**config.mk**
```make
export PLATFORM = sky130hd
export DESIGN_NAME = signed_int_to_decimal_ascii_top
export DESIGN_NICKNAME = d
export VERILOG_FILES = /design/src/hdl/sidta_pkg.sv /design/src/hdl/signed_int_to_decimal_ascii_top.sv
export SDC_FILE = /design/constraint.sdc
export NUM_CORES = 1
export LEC_CHECK = 0
export BUFFER_PORTS_ARGS = -buffer_cell sky130_fd_sc_hd__buf_2
export CAP_MARGIN = 20
export CORE_UTILIZATION = 61
export CTS_CLUSTER_SIZE = 28
export DETAILED_ROUTE_END_ITERATION = 6
export GPL_TIMING_DRIVEN = 1
export PLACE_DENSITY = 0.84
export SYNTH_ARGS = -nofsm -noshare
export SYNTH_HDL_FRONTEND = slang
export SYNTH_SLANG_ARGS = --single-unit
```
**constraint.sdc**
```tcl
create_clock -name clk -period 3.25 [get_ports clk]
set_input_delay 0 -clock clk [delete_from_list [all_inputs] [get_ports clk]]
set_output_delay 0 -clock clk [all_outputs]
set_load 0.02 [all_outputs]
```
**src/hdl/sidta_pkg.sv**
```systemverilog
package sidta_pkg;

	localparam int MAG_W = 32;
	localparam int DIGIT_W = 4;
	localparam int NUM_DIGITS = 10;
	localparam int BCD_W = NUM_DIGITS * DIGIT_W;
	localparam int CNT_W = $clog2(MAG_W);
	localparam int NDIG_W = $clog2(NUM_DIGITS + 1);
	localparam int CHAR_W = 6;

	localparam logic [CHAR_W-1:0] CODE_ZERO = 6'd48;
	localparam logic [CHAR_W-1:0] CODE_MINUS = 6'd45;

	localparam logic [CNT_W-1:0] CNT_LAST = CNT_W'(MAG_W - 1);
	localparam logic [NDIG_W-1:0] NDIG_FULL = NDIG_W'(NUM_DIGITS);
	localparam logic [NDIG_W-1:0] NDIG_ONE = NDIG_W'(1);

	typedef enum logic [1:0] {
		ST_IDLE,
		ST_CONV,
		ST_SKIP,
		ST_EMIT
	} state_t;

endpackage

```
**src/hdl/signed_int_to_decimal_ascii_top.sv**
```systemverilog
// channel  dir  tvalid/tready        tdata (low bit up)                 tuser  tlast
// s_       in   s_tvalid, s_tready   [31:0] value (signed)              -      -
// m_       out  m_tvalid, m_tready   [5:0] char_code, [7:6] zero        -      last
//
// input is taken only in idle; shift-and-add-3 conversion then runs over all 32 bits
// leading zeros are dropped one digit per cycle until the first nonzero or final digit
// characters leave one per cycle from the output register while m_tready is high: 1 to 11 beats
// a stall on m_tready holds the character in place; reset clears all control
// the next value can be taken while the last character still waits
module signed_int_to_decimal_ascii_top (
	input  logic        clk,
	input  logic        arst_n,
	input  logic        s_tvalid,
	output logic        s_tready,
	input  logic [31:0] s_tdata,  // [31:0] value
	output logic        m_tvalid,
	input  logic        m_tready,
	output logic [7:0]  m_tdata,  // [5:0] char_code, [7:6] zero
	output logic        m_tlast
);
	import sidta_pkg::*;

	state_t state_q, state_d;

	logic [MAG_W-1:0]  mag_q;
	logic [BCD_W-1:0]  bcd_q;
	logic [CNT_W-1:0]  cnt_q;
	logic [NDIG_W-1:0] ndig_q;
	logic              sign_q;

	logic              out_valid_q;
	logic [CHAR_W-1:0] out_char_q;
	logic              out_last_q;

	logic              in_take;
	logic              out_free;
	logic              conv_step;
	logic              skip_step;
	logic              emit_sign;
	logic              emit_digit;
	logic              top_zero;
	logic              final_digit;
	logic [BCD_W-1:0]  bcd_adj;
	logic [MAG_W-1:0]  in_mag;
	logic [DIGIT_W-1:0] top_digit;

	assign in_take     = s_tvalid && s_tready;
	assign out_free    = !out_valid_q || m_tready;
	assign top_digit   = bcd_q[BCD_W-1 -: DIGIT_W];
	assign top_zero    = (top_digit == '0);
	assign final_digit = (ndig_q == NDIG_ONE);
	assign in_mag      = s_tdata[MAG_W-1] ? (MAG_W'(0) - s_tdata) : s_tdata;

	// add 3 to every digit of 5 or more before the shift
	always_comb begin
		for (int i = 0; i < NUM_DIGITS; i++) begin
			if (bcd_q[i*DIGIT_W +: DIGIT_W] >= DIGIT_W'(5)) begin
				bcd_adj[i*DIGIT_W +: DIGIT_W] = bcd_q[i*DIGIT_W +: DIGIT_W] + DIGIT_W'(3);
			end else begin
				bcd_adj[i*DIGIT_W +: DIGIT_W] = bcd_q[i*DIGIT_W +: DIGIT_W];
			end
		end
	end

	// next state
	always_comb begin
		state_d = state_q;
		unique case (state_q)
			ST_IDLE: begin
				if (in_take) begin
					state_d = ST_CONV;
				end
			end
			ST_CONV: begin
				if (cnt_q == '0) begin
					state_d = ST_SKIP;
				end
			end
			ST_SKIP: begin
				if (!top_zero || final_digit) begin
					state_d = ST_EMIT;
				end
			end
			ST_EMIT: begin
				if (out_free && !sign_q && final_digit) begin
					state_d = ST_IDLE;
				end
			end
			default: state_d = ST_IDLE;
		endcase
	end

	// control outputs
	always_comb begin
		s_tready   = 1'b0;
		conv_step  = 1'b0;
		skip_step  = 1'b0;
		emit_sign  = 1'b0;
		emit_digit = 1'b0;
		unique case (state_q)
			ST_IDLE: s_tready = 1'b1;
			ST_CONV: conv_step = 1'b1;
			ST_SKIP: skip_step = top_zero && !final_digit;
			ST_EMIT: begin
				emit_sign  = out_free && sign_q;
				emit_digit = out_free && !sign_q;
			end
			default: s_tready = 1'b0;
		endcase
	end

	always_ff @(posedge clk or negedge arst_n) begin
		if (!arst_n) begin
			state_q <= ST_IDLE;
			cnt_q   <= '0;
			ndig_q  <= '0;
			sign_q  <= 1'b0;
		end else begin
			state_q <= state_d;
			if (in_take) begin
				cnt_q  <= CNT_LAST;
				ndig_q <= NDIG_FULL;
				sign_q <= s_tdata[MAG_W-1];
			end else begin
				if (conv_step) begin
					cnt_q <= cnt_q - CNT_W'(1);
				end
				if (skip_step || emit_digit) begin
					ndig_q <= ndig_q - NDIG_ONE;
				end
				if (emit_sign) begin
					sign_q <= 1'b0;
				end
			end
		end
	end

	always_ff @(posedge clk) begin
		if (in_take) begin
			mag_q <= in_mag;
			bcd_q <= '0;
		end else if (conv_step) begin
			{bcd_q, mag_q} <= {bcd_adj[BCD_W-2:0], mag_q, 1'b0};
		end else if (skip_step || emit_digit) begin
			bcd_q <= {bcd_q[BCD_W-DIGIT_W-1:0], {DIGIT_W{1'b0}}};
		end
	end

	always_ff @(posedge clk or negedge arst_n) begin
		if (!arst_n) begin
			out_valid_q <= 1'b0;
		end else if (emit_sign || emit_digit) begin
			out_valid_q <= 1'b1;
		end else if (m_tready) begin
			out_valid_q <= 1'b0;
		end
	end

	always_ff @(posedge clk) begin
		if (emit_sign) begin
			out_char_q <= CODE_MINUS;
			out_last_q <= 1'b0;
		end else if (emit_digit) begin
			out_char_q <= CODE_ZERO + CHAR_W'(top_digit);
			out_last_q <= final_digit;
		end
	end

	assign m_tvalid = out_valid_q;
	assign m_tdata  = {2'b00, out_char_q};
	assign m_tlast  = out_last_q;

`ifndef SYNTHESIS
	a_load: assert property (@(posedge clk) disable iff (!arst_n)
		in_take |=> (state_q == ST_CONV) && (cnt_q == CNT_LAST))
		else $error("conversion did not start after a beat was taken");

	a_ndig_range: assert property (@(posedge clk) disable iff (!arst_n)
		(state_q == ST_EMIT) |-> (ndig_q != '0) && (ndig_q <= NDIG_FULL))
		else $error("digit count out of range while emitting");

	a_digit_bcd: assert property (@(posedge clk) disable iff (!arst_n)
		(state_q == ST_EMIT) |-> (top_digit <= DIGIT_W'(9)))
		else $error("non-decimal digit reached the output");

	a_minus_not_last: assert property (@(posedge clk) disable iff (!arst_n)
		(m_tvalid && (m_tdata[CHAR_W-1:0] == CODE_MINUS)) |-> !m_tlast)
		else $error("minus sign marked as last beat");
`endif

endmodule

```
==> results.toml <==
[synthesis]
count_of_state_elements_after_synthesis = 91
ys_async_sr_fraction = 0.143
synth_sequential_area_ratio = 0.391
syn-instance-count = 650
post-synth-top-count-cell = "sky130_fd_sc_hd__nand2_1"
synth.cell_area_sq_mm = 0.00564
synth_enable_flop_cells = 32
post-synth-top-area-cell = "sky130_fd_sc_hd__edfxtp_1"
synth_flop_cell = "sky130_fd_sc_hd__dfxtp_1"
synth_common_cells = "61 x sky130_fd_sc_hd__nand2_1, 60 x sky130_fd_sc_hd__a21oi_1, 58 x sky130_fd_sc_hd__o21ai_0, 46 x sky130_fd_sc_hd__dfxtp_1, 44 x sky130_fd_sc_hd__nor2_1"
netlist.area_leader.share = 0.170
top_area_cells_in_the_synthesized_netlist = "sky130_fd_sc_hd__edfxtp_1 17%, sky130_fd_sc_hd__dfxtp_1 16%, sky130_fd_sc_hd__ha_1 6.7%"
post_synth.cell_area_avg_sq_um = 8.68
synthDistinctLibCells = 53
yosys_warnings = 0

[sta]
finalCritPeriodShare = 0.743
setup_total_negative_slack_ps = 0
slew_headroom = 0.526
final.hold.worst_slack_ps = 10.3
layout_setup_ws_ps = 835
rsz_0062_raised_after_global_routing = "false"
final-setup-viol-count = 0
hold_violations_final = 0
final.min_clock_period_ps = 2410
slew_violations = 0
fmaxAchievable_mhz = 414
tightest_slew_ps = 706
skew_ps = 11.2

[die]
coreArea_sq_mm = 0.00885
die_w_um = 98.2
std_cell_rows = 34
dieArea_sq_mm = 0.00963
starting_density_of_the_core = 0.637
vertical_die_dimension_um = 98.2
num_io_pins = 47

[critical_path]
critical_path.startpoint_type = "register"
worst_r2r_path_cells = 8
worstSetupPathType = "reg -> reg"
worst-endpoint-required_ps = 3520
max_stage_delay_ps = 450
critPathMaxFanout = 10
cp_top_family = "simple AND/OR/NAND/NOR gates"
worstPathArrival_ps = 2690
timing.critical_path.to_type = "register"
cp.depth = 8
slowest_stage = "sky130_fd_sc_hd__or3b_1"
r2r_slack_ps = 840
critPathBufInv = 2
timing.critical_path.cells = "inv_1, ha_1, or3b_1, a32oi_4, and2_1, buf_4, nor2_1, a211oi_1"

[placement]
pre_cts_ws_ps = 900
hpwlAfterDp_um = 8100
gp_congestion = 0.847
inst_count_dp = 774
io_buffers = 43

[pwr]
combinationalPowerShare = 0.497
vdd_ir_drop_max_v = 0.000486
share_seq_of_total_power = 0.373
cell_internal_pwr_uw = 3640
power_switching_share = 0.432
clockPowerShare = 0.130
power.net_switching_uw = 2770
pwrdens_mw_per_mm2 = 1040
total_leakage_power_uw = 0.00250

[clocking]
cts.clk_slew.worst_paths_ps = 90
cts_inserted_buffers = 9
clock_tree.buffer_depth = 2
cts_tree = "built"
clkLatencyLatePin_ps = 360
cts.root.buffer_cell = "sky130_fd_sc_hd__clkbuf_8"
htree_num_levels = 3
tritoncts_num_sinks = 91

[drt]
met3_length_um = 445
ant_nets = 0
via_per_inst = 5.98
vias = 4726
wl_met2_um = 5810
highest_metal_layer_used_by_the_detailed_router = "met4"
wl_cell_um = 14.8
remaining_drc_errors = 0
drt-initial-drc-count = 246
drt-total-wl_um = 11700
drt-pass1-iter-count = 6
routedLengthMet1_um = 5240

[layout]
insertedDiodeCount = 0
finish.net_count = 744
drive_above_1_share = 0.119
final-instance-count-excl-fill = 790
fillCellCount = 689
footprint_of_the_multi_input_gates_sq_mm = 0.00314
flip_flop_and_latch_area_sq_mm = 0.00221
utilization = 0.694
layout-area-overhead-vs-synth_pct = 8.96

[min_path]
hold_path_class = "in -> reg"
min_path_cells = 3

[global_routing]
grt_pass1_vias = 4535
grt-ovfl-total = 0
grt_pass1_wl_um = 19900
grt_usage = 0.252
number_of_antenna_violations_at_the_first_check_in_global_routing = 0
pin_count_of_the_biggest_net_entering_global_routing = 46

[job]
cap_violations = 0

[run_status]
status = "complete, no violations"
[area by class of cell]
type | instances | area share
Tap cell | 108 | 0.0220
Inverter | 39 | 0.0238
Multi-Input combinational cell | 483 | 0.510
Sequential cell | 91 | 0.359
Clock buffer | 11 | 0.0283
Timing Repair Buffer | 54 | 0.0489
Clock inverter | 4 | 0.00733
[power groups by stage]
stage                     clock network, uW  logic [uW]  registers (uW)
final                                   836        3180            2390
after global routing                    903        3590            2470
after CTS                               851        3180            2380
after detailed placement                  0        3140            2400
after global placement                    0        2980            2360
after floorplan                           0        2470            2320
[worst reg2reg max path: cells and delay by family, from the launching register on]
family                     cells  cell delay, ps
DFF                            1             400
buffers and inverters          2             350
AOI/OAI and AO/OA              2             540
adders and majority gates      1             160
and+or+nand+nor                3             900
[what timing repair did]
item	in CTS	in global routing
endpoints found under the setup margin	0	0
hold buffers	1	0
buffers inserted	0	0
gates resized for setup	0	0
endpoints found under the hold margin	13	0
[metal layers]
layer | up-vias | track usage
li1 | 2388 | -
met1 | 2195 | 0.304
met2 | 120 | 0.444
met3 | 23 | 0.0523
met4 | 0 | 0.0930
met5 | - | 0
[cells in the final DEF (no fill, tap or decap), types with 4 or more instances in the layout]
cell                       Yosys  layout
sky130_fd_sc_hd__a21oi_1      60      60
sky130_fd_sc_hd__nand2_1      61      60
sky130_fd_sc_hd__o21ai_0      58      58
sky130_fd_sc_hd__dfxtp_1      46      46
sky130_fd_sc_hd__nor2_1       44      44
sky130_fd_sc_hd__buf_2         7      43
sky130_fd_sc_hd__a211oi_1     42      42
sky130_fd_sc_hd__inv_1        38      39
sky130_fd_sc_hd__edfxtp_1     32      32
sky130_fd_sc_hd__ha_1         30      30
sky130_fd_sc_hd__xor2_1       26      26
sky130_fd_sc_hd__xnor2_1      20      20
sky130_fd_sc_hd__nand2b_1     15      15
sky130_fd_sc_hd__nor3_1       15      15
sky130_fd_sc_hd__o31ai_1      13      13
sky130_fd_sc_hd__dfrtp_1      13      13
sky130_fd_sc_hd__buf_4         4      10
sky130_fd_sc_hd__nor2b_1       9       9
sky130_fd_sc_hd__a31oi_1       9       9
sky130_fd_sc_hd__nand3_1       9       9
sky130_fd_sc_hd__clkbuf_8      0       9
sky130_fd_sc_hd__and3b_1       7       7
sky130_fd_sc_hd__o32ai_1       7       7
sky130_fd_sc_hd__nor4_1        6       6
sky130_fd_sc_hd__mux2i_1       6       6
sky130_fd_sc_hd__o41ai_2       4       4
sky130_fd_sc_hd__o21ai_1       4       4
[path summary, 6_finish.rpt]
check | startpoint | end
hold / removal | s_tdata[0] | mag_q[0]$_SDFFCE_PN0P_
min in group asynchronous | arst_n | state_q[1]$_DFFE_PN0P_
max in group asynchronous | arst_n | cnt_q[1]$_DFFE_PN0P_
hold reg to reg | out_char_q[2]$_SDFFE_PP1P_ | out_char_q[2]$_SDFFE_PP1P_
setup reg to reg | ndig_q[1]$_DFFE_PN0P_ | bcd_q[20]$_SDFFE_PP0P_
setup / recovery | ndig_q[1]$_DFFE_PN0P_ | bcd_q[20]$_SDFFE_PP0P_
[registers in the layout, summed over array words and instances (netlist names)]
name,cells
cnt_q,5
out_char_q,5
m_tvalid,1
ndig_q,4
m_tlast,1
bcd_q,40
state_q,2
sign_q,1
mag_q,32
[metrics by stage]
step,instance area (sq um),power [uW]
6_report,6140,6410
5_1_grt,6140,6960
4_1_cts,6140,6410
3_5_place_dp,5920,5540
3_3_place_gp,5920,5340
2_1_floorplan,5640,4790
[cells by family (layout without fill, tap and decap cells)]
kind of cell	Yosys count	after routing	share of synthesized area
AOI/OAI and AO/OA	207	207	0.230
and+or+nand+nor	190	190	0.171
xor gates and xnor gates	46	46	0.0714
muxes	7	7	0.0126
DFF	91	91	0.391
adders and majority gates	30	30	0.0666
other	2	3	0.00133
buffers and inverters	77	108	0.0555
Note: power is estimated with default switching activity, not from simulation.
